`src/pfa_pkg.sv`:
```
// ----------------------------------------------------------------------------
// pfa_pkg
// Shared constants, codes and beat types of the partition fit allocator.
// ----------------------------------------------------------------------------
package pfa_pkg;

    localparam int PARTS     = 16;
    localparam int SIZE_BITS = 16;
    localparam int PART_W    = (PARTS > 1) ? $clog2(PARTS) : 1;
    localparam int CNT_W     = $clog2(PARTS + 1);
    localparam int WORD_W    = 2 * SIZE_BITS;

    // allocation modes
    localparam logic [1:0] MODE_FIRST = 2'd0;
    localparam logic [1:0] MODE_BEST  = 2'd1;
    localparam logic [1:0] MODE_NEXT  = 2'd2;
    localparam logic [1:0] MODE_WORST = 2'd3;

    // request types
    localparam logic [1:0] REQ_LOAD  = 2'd0;
    localparam logic [1:0] REQ_ALLOC = 2'd1;
    localparam logic [1:0] REQ_CLEAR = 2'd2;

    // configuration register indexes
    localparam logic [3:0] CFG_MODE   = 4'd0;
    localparam logic [3:0] CFG_NPARTS = 4'd1;

    // one table entry as it returns from the memory
    typedef struct packed {
        logic                 valid;
        logic [PART_W-1:0]    idx;
        logic [SIZE_BITS-1:0] size;
        logic [SIZE_BITS-1:0] free;
        logic                 busy;
    } ent_beat_t;

    // running choice of the scan
    typedef struct packed {
        logic                 found;
        logic [PART_W-1:0]    idx;
        logic [SIZE_BITS-1:0] size;
        logic [SIZE_BITS-1:0] free;
    } best_t;

endpackage

```
`src/pfa_ram.sv`:
```
// ----------------------------------------------------------------------------
// pfa_ram
// Generic simple dual-port RAM: one write port, one read port, registered read.
// ----------------------------------------------------------------------------
module pfa_ram #(
    parameter int WIDTH = 32,
    parameter int DEPTH = 16
) (
    input  logic                                   aclk,
    input  logic                                   we,
    input  logic [((DEPTH > 1) ? $clog2(DEPTH) : 1)-1:0] waddr,
    input  logic [WIDTH-1:0]                       wdata,
    input  logic                                   re,
    input  logic [((DEPTH > 1) ? $clog2(DEPTH) : 1)-1:0] raddr,
    output logic [WIDTH-1:0]                       rdata
);

    logic [WIDTH-1:0] mem [DEPTH];
    logic [WIDTH-1:0] rdata_reg;

    always_ff @(posedge aclk) begin
        if (we) begin
            mem[waddr] <= wdata;
        end
        if (re) begin
            rdata_reg <= mem[raddr];
        end
    end

    assign rdata = rdata_reg;

endmodule

```
`src/pfa_scan.sv`:
```
// ----------------------------------------------------------------------------
// pfa_scan
// Fit selector: compares each entry beat against the running choice.
// ----------------------------------------------------------------------------
module pfa_scan
    import pfa_pkg::*;
(
    input  logic                 aclk,
    input  logic                 start,
    input  logic [1:0]           mode,
    input  logic [SIZE_BITS-1:0] amt,
    input  ent_beat_t            ent,
    output best_t                best
);

    best_t best_reg;
    best_t best_next;
    logic  elig;
    logic  take;

    always_comb begin
        elig = !ent.busy && (amt <= ent.size);
        case (mode)
            MODE_FIRST, MODE_NEXT: take = elig && !best_reg.found;
            MODE_BEST:  take = elig && (!best_reg.found || (ent.size < best_reg.size));
            MODE_WORST: take = (amt <= ent.free) &&
                               (!best_reg.found || (ent.free > best_reg.free));
            default:    take = 1'b0;
        endcase

        best_next = best_reg;
        if (start) begin
            best_next = '0;
        end else if (ent.valid && take) begin
            best_next.found = 1'b1;
            best_next.idx   = ent.idx;
            best_next.size  = ent.size;
            best_next.free  = ent.free;
        end
    end

    always_ff @(posedge aclk) begin
        best_reg <= best_next;
    end

    assign best = best_reg;

endmodule

```
`src/partition_fit_allocator_unit.sv`:
```
// ----------------------------------------------------------------------------
// partition_fit_allocator_unit
// Fixed-partition allocator: load, allocate (first/best/next/worst fit), clear.
// ----------------------------------------------------------------------------
// A load or unknown request goes to the finish step, which registers the
// result beat once the output is free. An allocate first scans the n
// partitions in use, one table read a cycle through the memory read port;
// a clear sweeps all PARTS entries (read, write-back). One request at a time.
// Reset: control, busy flags, free-space valid flags and rotor clear at once;
// partition sizes are undefined until loaded; no clearing pass.
module partition_fit_allocator_unit
    import pfa_pkg::*;
(
    input  logic        aclk,
    input  logic        aresetn,
    // request channel
    input  logic        s_valid,
    output logic        s_ready,
    input  logic [1:0]  s_req_type,
    input  logic [3:0]  s_part_index,
    input  logic [15:0] s_amount_kb,
    input  logic [7:0]  s_job_id,
    // result channel
    output logic        m_valid,
    input  logic        m_ready,
    output logic        m_granted,
    output logic [3:0]  m_chosen_part,
    output logic [15:0] m_free_after,
    output logic [7:0]  m_job_tag,
    // configuration channel
    input  logic        cfg_valid,
    output logic        cfg_ready,
    input  logic [3:0]  cfg_index,
    input  logic [4:0]  cfg_wdata
);

    typedef enum logic [1:0] {ST_IDLE, ST_SCAN, ST_CLEAR, ST_FINISH} state_t;

    state_t               state_reg;
    logic [1:0]           req_reg;
    logic [3:0]           idx_reg;
    logic [SIZE_BITS-1:0] amt_reg;
    logic [7:0]           tag_reg;
    logic [1:0]           amode_reg;
    logic [CNT_W-1:0]     n_reg;
    logic [PART_W-1:0]    start_reg;
    logic [CNT_W-1:0]     cnt_reg;
    logic                 pend_reg;
    logic [PART_W-1:0]    pidx_reg;
    logic [PARTS-1:0]     busy_reg;
    logic [PARTS-1:0]     fsv_reg;
    logic [PART_W-1:0]    rotor_reg;
    logic [1:0]           mode_reg;
    logic [4:0]           nparts_reg;

    logic                 m_valid_reg;
    logic                 granted_reg;
    logic [3:0]           part_reg;
    logic [15:0]          free_reg;
    logic [7:0]           jtag_reg;

    logic                 s_acc;
    logic                 out_free;
    logic [CNT_W-1:0]     n_cur;
    logic [CNT_W:0]       scan_sum;
    logic [PART_W-1:0]    scan_addr;
    logic [CNT_W-1:0]     limit;
    logic                 ram_re;
    logic [PART_W-1:0]    ram_raddr;
    logic                 ram_we;
    logic [PART_W-1:0]    ram_waddr;
    logic [WORD_W-1:0]    ram_wdata;
    logic [WORD_W-1:0]    ram_rdata;
    logic [SIZE_BITS-1:0] rd_size;
    logic [SIZE_BITS-1:0] rd_free;
    ent_beat_t            ent;
    best_t                best;
    logic                 load_ok;
    logic                 res_granted;
    logic [3:0]           res_part;
    logic [SIZE_BITS-1:0] res_free;
    logic [SIZE_BITS-1:0] free_new;
    logic [CNT_W-1:0]     rotor_inc;

    assign s_ready   = (state_reg == ST_IDLE);
    assign s_acc     = s_valid && s_ready;
    assign out_free  = !m_valid_reg || m_ready;
    assign cfg_ready = 1'b1;

    always_comb begin
        n_cur = (int'(nparts_reg) > PARTS) ? CNT_W'(PARTS) : CNT_W'(nparts_reg);

        // circular scan order, starting at the latched rotor in next fit, else at entry 0
        scan_sum = {1'b0, CNT_W'(start_reg)} + {1'b0, cnt_reg};
        if (scan_sum >= {1'b0, n_reg}) begin
            scan_sum = scan_sum - {1'b0, n_reg};
        end
        scan_addr = PART_W'(scan_sum);

        limit     = (state_reg == ST_CLEAR) ? CNT_W'(PARTS) : n_reg;
        ram_re    = ((state_reg == ST_SCAN) || (state_reg == ST_CLEAR)) && (cnt_reg < limit);
        ram_raddr = (state_reg == ST_CLEAR) ? PART_W'(cnt_reg) : scan_addr;

        rd_size = ram_rdata[WORD_W-1:SIZE_BITS];
        rd_free = fsv_reg[pidx_reg] ? ram_rdata[SIZE_BITS-1:0] : '0;

        ent.valid = pend_reg && (state_reg == ST_SCAN);
        ent.idx   = pidx_reg;
        ent.size  = rd_size;
        ent.free  = rd_free;
        ent.busy  = busy_reg[pidx_reg];

        free_new  = (best.free >= amt_reg) ? (best.free - amt_reg) : '0;
        load_ok   = (int'(idx_reg) < PARTS);
        rotor_inc = CNT_W'(best.idx) + CNT_W'(1);

        res_granted = 1'b0;
        res_part    = '0;
        res_free    = '0;
        case (req_reg)
            REQ_LOAD: begin
                if (load_ok) begin
                    res_granted = 1'b1;
                    res_part    = idx_reg;
                    res_free    = amt_reg;
                end
            end
            REQ_CLEAR: res_granted = 1'b1;
            REQ_ALLOC: begin
                if (best.found) begin
                    res_granted = 1'b1;
                    res_part    = 4'(best.idx);
                    res_free    = free_new;
                end
            end
            default: res_granted = 1'b0;
        endcase

        // clear sweep writes each entry back in the cycle after its read
        ram_we    = 1'b0;
        ram_waddr = pidx_reg;
        ram_wdata = {rd_size, rd_size};
        if (state_reg == ST_CLEAR) begin
            ram_we = pend_reg;
        end else if ((state_reg == ST_FINISH) && out_free) begin
            if (req_reg == REQ_LOAD) begin
                ram_we    = load_ok;
                ram_waddr = PART_W'(idx_reg);
                ram_wdata = {amt_reg, amt_reg};
            end else if (req_reg == REQ_ALLOC) begin
                ram_we    = best.found;
                ram_waddr = best.idx;
                ram_wdata = {best.size, free_new};
            end
        end
    end

    pfa_ram #(
        .WIDTH (WORD_W),
        .DEPTH (PARTS)
    ) u_table (
        .aclk  (aclk),
        .we    (ram_we),
        .waddr (ram_waddr),
        .wdata (ram_wdata),
        .re    (ram_re),
        .raddr (ram_raddr),
        .rdata (ram_rdata)
    );

    pfa_scan u_scan (
        .aclk  (aclk),
        .start (s_acc),
        .mode  (amode_reg),
        .amt   (amt_reg),
        .ent   (ent),
        .best  (best)
    );

    always_ff @(posedge aclk) begin
        if (!aresetn) begin
            state_reg   <= ST_IDLE;
            cnt_reg     <= '0;
            pend_reg    <= 1'b0;
            busy_reg    <= '0;
            fsv_reg     <= '0;
            rotor_reg   <= '0;
            mode_reg    <= MODE_FIRST;
            nparts_reg  <= 5'd16;
            m_valid_reg <= 1'b0;
        end else begin
            if (cfg_valid) begin
                if (cfg_index == CFG_MODE) begin
                    mode_reg <= cfg_wdata[1:0];
                end else if (cfg_index == CFG_NPARTS) begin
                    nparts_reg <= cfg_wdata;
                end
            end

            // the finish step reloads the result register itself
            if (m_valid_reg && m_ready && (state_reg != ST_FINISH)) begin
                m_valid_reg <= 1'b0;
            end

            pend_reg <= ram_re;
            pidx_reg <= ram_raddr;
            if (ram_re) begin
                cnt_reg <= cnt_reg + CNT_W'(1);
            end

            case (state_reg)
                ST_IDLE: begin
                    if (s_acc) begin
                        req_reg   <= s_req_type;
                        idx_reg   <= s_part_index;
                        amt_reg   <= SIZE_BITS'(s_amount_kb);
                        tag_reg   <= s_job_id;
                        amode_reg <= mode_reg;
                        n_reg     <= n_cur;
                        start_reg <= ((mode_reg == MODE_NEXT) && (CNT_W'(rotor_reg) < n_cur)) ?
                                     rotor_reg : '0;
                        cnt_reg   <= '0;
                        case (s_req_type)
                            REQ_ALLOC: state_reg <= ST_SCAN;
                            REQ_CLEAR: state_reg <= ST_CLEAR;
                            default:   state_reg <= ST_FINISH;
                        endcase
                    end
                end
                ST_SCAN, ST_CLEAR: begin
                    // drain the last read before finishing
                    if (!ram_re && !pend_reg) begin
                        state_reg <= ST_FINISH;
                    end
                end
                ST_FINISH: begin
                    if (out_free) begin
                        m_valid_reg <= 1'b1;
                        granted_reg <= res_granted;
                        part_reg    <= res_part;
                        free_reg    <= 16'(res_free);
                        jtag_reg    <= tag_reg;
                        state_reg   <= ST_IDLE;
                        case (req_reg)
                            REQ_LOAD: begin
                                if (load_ok) begin
                                    busy_reg[PART_W'(idx_reg)] <= 1'b0;
                                    fsv_reg[PART_W'(idx_reg)]  <= 1'b1;
                                end
                            end
                            REQ_CLEAR: begin
                                busy_reg  <= '0;
                                fsv_reg   <= '1;
                                rotor_reg <= '0;
                            end
                            REQ_ALLOC: begin
                                if (best.found) begin
                                    busy_reg[best.idx] <= 1'b1;
                                    fsv_reg[best.idx]  <= 1'b1;
                                    if (amode_reg == MODE_NEXT) begin
                                        rotor_reg <= (rotor_inc >= n_reg) ?
                                                     '0 : PART_W'(rotor_inc);
                                    end
                                end
                            end
                            default: begin
                                // nothing changes
                            end
                        endcase
                    end
                end
                default: state_reg <= ST_IDLE;
            endcase
        end
    end

    assign m_valid       = m_valid_reg;
    assign m_granted     = granted_reg;
    assign m_chosen_part = part_reg;
    assign m_free_after  = free_reg;
    assign m_job_tag     = jtag_reg;

endmodule

```
`config.mk`:
```
export PLATFORM = sky130hd
export DESIGN_NAME = partition_fit_allocator_unit
export DESIGN_NICKNAME = d
export VERILOG_FILES = /design/src/pfa_pkg.sv /design/src/pfa_ram.sv /design/src/pfa_scan.sv /design/src/partition_fit_allocator_unit.sv
export SDC_FILE = /design/constraint.sdc
export NUM_CORES = 1
export LEC_CHECK = 0
export BUFFER_PORTS_ARGS = -buffer_cell sky130_fd_sc_hd__clkbuf_2
export CAP_MARGIN = 25
export CORE_MARGIN = 5
export CORE_UTILIZATION = 50
export DETAILED_ROUTE_END_ITERATION = 12
export PLACE_DENSITY = 0.66
export SYNTH_ARGS = -nofsm -noshare
export SYNTH_HDL_FRONTEND = slang
export SYNTH_HIERARCHICAL = 1
export SYNTH_SLANG_ARGS = --single-unit
export TNS_END_PERCENT = 5
```
`constraint.sdc`:
```
create_clock -name aclk -period 11.42 [get_ports aclk]
set_clock_uncertainty 0.05 [all_clocks]
set_input_delay 2.284 -clock aclk [delete_from_list [all_inputs] [get_ports aclk]]
set_output_delay 2.284 -clock aclk [all_outputs]
set_load 0.01 [all_outputs]
```
==> results.cfg, run 1 <==
[critical_path]
cp_data_arrival_time_ps = 6120
critical-path-max-stage-delay_ps = 780
path_cells = clkbuf_2, nor2b_1, nand2b_1, nor2_1, buf_4, nand2_1, o22ai_1, a21oi_1, nand2_1, nor2_4, buf_16
crit_path_end_kind = register
critPathLaunchType = input pin
critPathBufInv = 3
worst_path_dominant_cell_family = simple AND/OR/NAND/NOR gates
cpMaxStageDelayCell = a21oi_1
worstSetupPathType = input pin to register
critPathMaxFanout = 23
cp.required_ps = 11680
cp_common_cell = nand2_1

[synth]
synth_top_family_by_area = multiplexers
synth.area.top_cells = edfxtp_1, mux4_2, dfxtp_1
synthCells = 2072
yosysUniqueCellTypes = 63
synth-adder-area-share = 0.0476
yosys_warnings = 6
syn_nets = 2233
synth-compound-area-share = 0.0766
ys_seq_area_frac = 0.651
synth-seq-cells = 707
synth_top_area_frac = 0.594
yosysMostFrequentCell = edfxtp_1
synth-simple-area-share = 0.0700
synthMuxAreaShare = 0.116
synth_area_um2 = 31200
ys.flop_type = edfxtp_1
yosysTopAreaCell = edfxtp_1
yosys-top-cells-count = edfxtp_1, mux4_2, nor2_1
avgSynthCellArea_um2 = 15.1
synth_edf_count = 618
synth_xor_area_frac = 0.00673
async_reset_ff_frac = 0

[clock_tree]
holdBufCountCts = 0
cts_setup_buffers = 0
path_clk_slew_ps = 60
cts_resized = 0
cts_buffers = 75
cts_max_level = 3
cts_tree = yes
cts_root_buf = clkbuf_16
clk_path_buf_depth = 3
insertion_delay_ps = 620
clock-sinks = 707

[drt]
dr_total_vias = 18300
wl_per_cell_um = 24.0
postRouteAntennaNets = 0
drc = 0
finalWirelength_mm = 73.3
viasPerCell = 5.99
drt_iter0_markers = 2064
dr.pass1.iters = 7

[worst_hold_path]
hp-class = register to register

[pwr]
power_density_nw_per_um2 = 242
p_leak_nw = 12.4
vdd_drop_max_uv = 192

[sta]
finalMaxSlewViolations = 0
setup_viol = 0
min_period_ps = 5860
period_share = 0.513
hold_viol_final = 0
tns_ps = 0
fmax_ghz = 0.171
worstMarginPinSlew_ps = 1030
slew_headroom = 0.312
rsz0062_at_grt = false
setup_ws_ps = 5560

[placed_design]
dp_hpwl_mm = 47.5
place_congestion = 0.912
place_ws_ps = 5030
io_buffers = 74

[final_layout]
largest_register_ffs = 512
post-route-util = 0.571
regArea_um2 = 20300
drive_above_1_share = 0.186
antennaDiodeCount = 0
area_growth_pct = 13.2
multi_input_area_um2 = 10100
fillers = 4700
nets = 2326

[grt]
grt_pass1_vias = 18100
grt-ovfl-total = 0
grt_antenna_before_repair = 2
grt_pass1_wl_mm = 111
grt_usage = 0.216
grt_max_degree = 130

[floorplanning]
core_um2 = 61800
die_area_um2 = 67500
die_x_um = 260
die_y_um = 260
core.rowCount = 91
ios = 76
initial_core_util = 0.505

[status]
run_status = completed

[run]
maxCapViolations = 0
[final timing paths]
path,start,cells after the start,slack [ps],to
worst max-delay path,m_ready,11,5560,u_table/mem[7][10]
worst min-delay path,tag_reg[2],0,380,m_job_tag[2]
worst max register to register,cnt_reg[0],14,5750,u_table/rdata[11]
worst min register to register,tag_reg[2],0,380,m_job_tag[2]
[where the power goes]
| group | leakage (nW) | internal [W] | switching [W] | total [W] |
|---|---|---|---|---|
| Combinational | 4.84 | 0.00105 | 0.00160 | 0.00264 |
| Clock | 1.20 | 0.00141 | 0.000989 | 0.00240 |
| Sequential | 6.33 | 0.00334 | 0.000166 | 0.00351 |
| Total | 12.4 | 0.00580 | 0.00275 | 0.00856 |
[stage by stage]
step | cell area (µm²) | std cells | hold WS (ps) | total power, W
2_1_floorplan | 31200 | 2072 | 350 | 0.00530
3_3_place_gp | 32500 | 2904 | 356 | 0.00610
3_5_place_dp | 32800 | 2921 | 357 | 0.00619
4_1_cts | 35300 | 3055 | 372 | 0.00860
5_1_grt | 35300 | 3059 | 377 | 0.00896
6_report | 35300 | 3059 | 378 | 0.00856
[routing by layer]
metal,up-vias,global-route usage,wire [µm]
met2,776,0.339,34200
met3,128,0.0329,6160
li1,8154,-,-
met5,-,0,0
met4,0,0.0624,1920
met1,9280,0.318,31100
[layout make-up]
cell class | instances | share of cell area
clock inverter | 44 | 0.0132
tap | 837 | 0.0296
multi-input combinational | 1139 | 0.286
sequential | 707 | 0.576
timing repair buffer | 125 | 0.0273
clock buffer | 90 | 0.0556
inverter | 117 | 0.0124
[worst register-to-register path, cell delays in order, from the launching register on]
cell and delay, ps:
dfxtp_1 470, ha_1 240, fa_1 480, fa_1 460
a21o_1 180, a21oi_1 150, nor2b_1 60, o21ai_0 120
and3_1 320, mux2i_1 260, mux2_8 570, buf_4 780
mux4_2 640, a22oi_1 540, nand2_1 100
[logic make-up after synthesis]
family / after synthesis
compound gates: 371
other cells: 1
fa+ha+maj: 117
simple gates: 436
flops: 707
xor+xnor: 24
mux: 190
buf+inv: 226
[cells in the final DEF (no fill, tap or decap), types with 14 or more instances in the layout]
master	Yosys	routed
inv_1	115	115
dfxtp_1	89	89
nand4_1	16	16
a221o_1	24	24
a21o_1	16	16
clkinv_2	0	15
nor2b_1	20	18
o21ai_0	65	64
and2_1	26	24
nor2_1	127	113
mux2i_1	49	49
clkbuf_16	0	75
edfxtp_1	618	618
nand2_1	93	93
nor2_4	0	14
mux4_2	138	138
buf_4	10	36
clkbuf_2	0	74
nand2b_1	92	92
nand3_1	20	20
ha_1	114	113
a22oi_1	71	71
o22ai_1	23	23
a21oi_1	113	113
No activity file was read; power rests on OpenSTA's default activity.
==> run 2: changes to the inputs <==
--- a/config.mk
+++ b/config.mk
@@ -10,7 +10,7 @@
 export CORE_MARGIN = 5
 export CORE_UTILIZATION = 50
 export DETAILED_ROUTE_END_ITERATION = 12
-export PLACE_DENSITY = 0.66
+export PLACE_DENSITY = 0.69
 export SYNTH_ARGS = -nofsm -noshare
 export SYNTH_HDL_FRONTEND = slang
 export SYNTH_HIERARCHICAL = 1
==> constraint.sdc (replaced) <==
create_clock -name aclk -period 5.25 [get_ports aclk]
set_clock_uncertainty 0.05 [all_clocks]
set_input_delay 1.05 -clock aclk [delete_from_list [all_inputs] [get_ports aclk]]
set_output_delay 1.05 -clock aclk [all_outputs]
set_load 0.01 [all_outputs]
==> run 2 against run 1 <==
Effect of this change: first-iteration DRC count is 2.9% higher; flip-flop and latch count stayed put; non-clock buffer count is 17 higher; global-route usage is 1.1 points higher; critical path depth is 3 higher; hold slack worse by 1.8 ps; register-to-register slack worse by 5300 ps; power is 120% higher; utilization is 0.099 points higher; critical endpoint is now u_table/rdata[14]; sequential power is 120% higher.
==> results.cfg, run 2 (synthesis gave the netlist of run 1 again) <==
[critical_path]
cp.required_ps = 5560
rrSetupSlack_ps = 440
critPathMaxFanout = 39
cp_data_arrival_time_ps = 5120
r2r_cells = 14
r2r_end = u_table/rdata[14]
critPathLaunchType = register
worstSetupPathType = register to register
worstReg2RegStart = cnt_reg[0]
crit_path_end_kind = register

[drt]
postRouteAntennaNets = 0
viasPerCell = 6.01
dr.pass1.iters = 5
drt_iter0_markers = 2124
drc = 0
finalWirelength_mm = 77.5
dr_total_vias = 18500
wl_per_cell_um = 25.2

[clock_tree]
holdBufCountCts = 0
path_clk_slew_ps = 60
clock-sinks = 707
insertion_delay_ps = 630
cts_setup_buffers = 0
cts_root_buf = clkbuf_16
cts_resized = 0
cts_tree = yes
cts_max_level = 3
cts_buffers = 73
clk_path_buf_depth = 3

[final_layout]
post-route-util = 0.572
largest_register_ffs = 512
area_growth_pct = 13.3
layout_commonest_cell = edfxtp_1
fillers = 4618
drive_above_1_share = 0.191
final_cells = 3077
nets = 2341
layout_common_cells = edfxtp_1, mux4_2, inv_1
antennaDiodeCount = 0

[grt]
grt_usage = 0.227
grt-ovfl-total = 0
grt_max_degree = 75
grt_antenna_before_repair = 0
grt_pass1_wl_mm = 115
grt_pass1_vias = 18700

[sta]
fmax_ghz = 0.208
rsz0062_at_grt = false
worstMarginPinSlew_ps = 987
setup_viol = 0
finalMaxSlewViolations = 0
min_period_ps = 4810
period_share = 0.917
hold_viol_final = 0
slew_headroom = 0.341

[floorplanning]
die_x_um = 260
core_um2 = 61800
initial_core_util = 0.505
ios = 76
die_y_um = 260
die_area_um2 = 67500
core.rowCount = 91

[pwr]
vdd_drop_max_uv = 350
power_density_nw_per_um2 = 526
p_leak_nw = 12.4

[worst_hold_path]
hold_path.startpoint = tag_reg[4]
whs_path_depth = 0
hp-class = register to register
hold_path_end = m_job_tag[4]

[placed_design]
io_buffers = 74
place_congestion = 0.884
dp_hpwl_mm = 46.3
post-place-cells = 2937

[run]
maxCapViolations = 0

[status]
run_status = completed
[run 2: per-layer routing]
metal	part of all wire	vias to the layer above	track usage
met3	0.098	123	0.0487
li1	-	8194	-
met2	0.48	892	0.369
met4	0.028	0	0.0728
met1	0.40	9269	0.311
met5	0	-	0
[run 2: how the worst max path moves through the flow]
| stage | startpoint | end | slack, ps | cells after the start |
|---|---|---|---|---|
| floorplan | m_ready | u_table/mem[4][0] | -60 | 9 |
| global placement | cnt_reg[0] | u_table/rdata[27] | 530 | 14 |
| detailed placement | cnt_reg[0] | u_table/rdata[14] | 480 | 14 |
| CTS | cnt_reg[0] | u_table/rdata[27] | 430 | 14 |
| global route | cnt_reg[0] | u_table/rdata[27] | 210 | 14 |
| finish | cnt_reg[0] | u_table/rdata[14] | 440 | 14 |
[run 2: worst max-delay path: stages, from the launching register on]
cell     delay (ps)
dfxtp_1         470
ha_1            250
fa_1            490
fa_1            460
a21o_1          180
a21oi_1         140
nor2b_1          60
o21ai_0         130
and3_1          320
mux2i_1         250
mux2_8          500
buf_4           360
mux4_2          530
a22oi_1         200
nand2_1          80
[run 2: power by group]
group	switching [W]	total, W	internal [W]
combinational	0.00328	0.00568	0.00240
sequential	0.000409	0.00768	0.00727
clock	0.00220	0.00527	0.00306
total	0.00589	0.0186	0.0127
[run 2: through the flow]
step	setup WS, ps	setup TNS (ps)	cell area, µm²	hold WS (ps)	power (W)
2_1_floorplan	-61.1	-3820	31200	350	0.0115
3_3_place_gp	532	0	32900	357	0.0132
3_5_place_dp	482	0	32900	355	0.0134
4_1_cts	432	0	35300	380	0.0187
5_1_grt	212	0	35400	387	0.0195
6_report	437	0	35400	376	0.0186
[run 2: area by class of cell]
| class | count | area [µm²] | share of cell area |
|---|---|---|---|
| Clock inverter | 46 | 548 | 0.0155 |
| Timing Repair Buffer | 142 | 1010 | 0.0284 |
| Sequential cell | 707 | 20300 | 0.575 |
| Tap cell | 837 | 1050 | 0.0296 |
| Clock buffer | 89 | 1900 | 0.0536 |
| Inverter | 117 | 439 | 0.0124 |
| Multi-Input combinational cell | 1139 | 10100 | 0.286 |
==> run 3: changes to the inputs <==
--- a/config.mk
+++ b/config.mk
@@ -6,11 +6,11 @@
 export NUM_CORES = 1
 export LEC_CHECK = 0
 export BUFFER_PORTS_ARGS = -buffer_cell sky130_fd_sc_hd__clkbuf_2
-export CAP_MARGIN = 25
+export CAP_MARGIN = 20
 export CORE_MARGIN = 5
 export CORE_UTILIZATION = 50
 export DETAILED_ROUTE_END_ITERATION = 12
-export PLACE_DENSITY = 0.69
+export PLACE_DENSITY = 0.66
 export SYNTH_ARGS = -nofsm -noshare
 export SYNTH_HDL_FRONTEND = slang
 export SYNTH_HIERARCHICAL = 1
==> constraint.sdc (replaced) <==
create_clock -name aclk -period 4.9 [get_ports aclk]
set_clock_uncertainty 0.05 [all_clocks]
set_input_delay 0.98 -clock aclk [delete_from_list [all_inputs] [get_ports aclk]]
set_output_delay 0.98 -clock aclk [all_outputs]
set_load 0.01 [all_outputs]
==> run 3 against run 2 <==
Effect of this change: clock power rose by 3%; count of clock-buffer cells in the layout rose by 7; global-route usage rose by 0.31 points; register-to-register slack got worse by 280 ps; hold slack got worse by 8.8 ps; power rose by 7.2%; combinational power rose by 12%; first-iteration DRC count rose by 7.8%; flip-flop and latch count did not move; die area did not move; wire length rose by 1.5%.
==> results.cfg, run 3 (synthesis gave the netlist of run 1 again) <==
[final_layout]
nets = 2360
layout_common_cells = edfxtp_1, mux4_2, inv_1
largest_register_ffs = 512
post-route-util = 0.575
fillers = 4712
drive_above_1_share = 0.196
layout_commonest_cell = edfxtp_1
area_growth_pct = 13.8
final_cells = 3093

[critical_path]
cp.required_ps = 5200
crit_path_end_kind = register
cpMaxStageDelayCell = fa_1
worstSetupPathType = register to register
critPathMaxFanout = 16
path_cells = ha_1, fa_1, fa_1, a21o_1, a21oi_1, nor2b_1, o21ai_0, and3_1, mux2i_4, mux2_8, buf_4, mux4_2, a22oi_1, nand2_1
critPathLaunchType = register
worstReg2RegStart = cnt_reg[0]
r2r_cells = 14
cp_common_cell = fa_1
cp_data_arrival_time_ps = 5040
critical-path-max-stage-delay_ps = 490
cp-startpoint = cnt_reg[0]

[floorplanning]
core.rowCount = 91
die_area_um2 = 67500
die_x_um = 260
initial_core_util = 0.505
die_y_um = 260
ios = 76
core_um2 = 61800

[drt]
postRouteAntennaNets = 0
drt_iter0_markers = 2289
viasPerCell = 6.08
drc = 0
dr_total_vias = 18800
finalWirelength_mm = 78.6
wl_per_cell_um = 25.4
dr.pass1.iters = 5

[clock_tree]
cts_buffers = 72
holdBufCountCts = 0
insertion_delay_ps = 620
clk_path_buf_depth = 3
cts_root_buf = clkbuf_16
cts_tree = yes
clock-sinks = 707
path_clk_slew_ps = 60
cts_max_level = 3

[grt]
grt_pass1_vias = 18700
grt_usage = 0.230
grt-ovfl-total = 0
grt_antenna_before_repair = 1
grt_pass1_wl_mm = 118
grt_max_degree = 75

[worst_hold_path]
hp-class = register to register
whs_path_depth = 0
hold_path.startpoint = tag_reg[7]

[pwr]
vdd_drop_max_uv = 352
power_density_nw_per_um2 = 562
p_total_w = 0.0200
p_leak_nw = 12.5

[sta]
setup_ws_ps = 155
setup_viol = 0
fmax_ghz = 0.211
slew_headroom = 0.265
finalMaxSlewViolations = 0
rsz0062_at_grt = false
hold_viol_final = 0
period_share = 0.968
holdWs_ps = 367
worstMarginPinSlew_ps = 1100
min_period_ps = 4750

[placed_design]
place_ws_ps = 144
io_buffers = 74
place_congestion = 0.909
dp_hpwl_mm = 49.0
post-place-cells = 2954

[run]
maxCapViolations = 0

[status]
run_status = completed
-- run 3: cell types whose count changed in the layout (fill, tap and decap cells not counted), sizes merged, moves of 4 or more --
cell      previous run  this run
buf                 68        87
clkbuf             163       170
bufinv               9         5
clkinvlp             7         2
clkinv              26        22
-- run 3: critical path, delay by kind of cell (launching register included) --
family | cells | cell delay, ps
DFF | 1 | 460
adders and majority gates | 3 | 1180
buffers and inverters | 1 | 170
and+or+nand+nor | 3 | 570
muxes | 3 | 1230
AOI/OAI and AO/OA | 4 | 810
-- run 3: path summary, 6_finish.rpt --
path / end / slack, ps
max: u_table/rdata[0] / 150
min: m_job_tag[7] / 370
max reg2reg: u_table/rdata[0] / 150
min reg2reg: m_job_tag[7] / 370
-- run 3: what timing repair did --
action,4_1_cts,5_1_grt
endpoints found under the hold margin,0,0
buffers inserted,0,6
resized for setup,0,3
setup endpoints to repair,0,12
-- run 3: stage by stage --
stage               area, µm²  setup TNS (ps)
floorplan               31200          -29660
global placement        33100               0
detailed placement      33100               0
CTS                     35500               0
global route            35500               0
finish                  35500               0
-- run 3: report_power, final --
part,switching [W],internal [W],leakage [nW]
registers,0.000432,0.00779,6.33
clock network,0.00234,0.00307,1.12
logic,0.00364,0.00270,5.04
total,0.00641,0.0136,12.5
-- run 3: metal layers --
layer,part of all wire,up-vias,track usage
li1,-,8216,-
met1,0.40,9527,0.316
met2,0.49,898,0.379
met3,0.086,154,0.0402
met4,0.029,0,0.0740
met5,0,-,0
-- run 3: cell type report --
type / instances / area [µm²] / area share
inverter: 117 / 439 / 0.0124
tap: 837 / 1050 / 0.0295
sequential: 707 / 20300 / 0.572
clock inverter: 34 / 390 / 0.0110
clock buffer: 96 / 1920 / 0.0541
antenna: 1 / 2.50 / 0.0000704
multi-input combinational: 1140 / 10100 / 0.285
timing repair buffer: 161 / 1260 / 0.0355
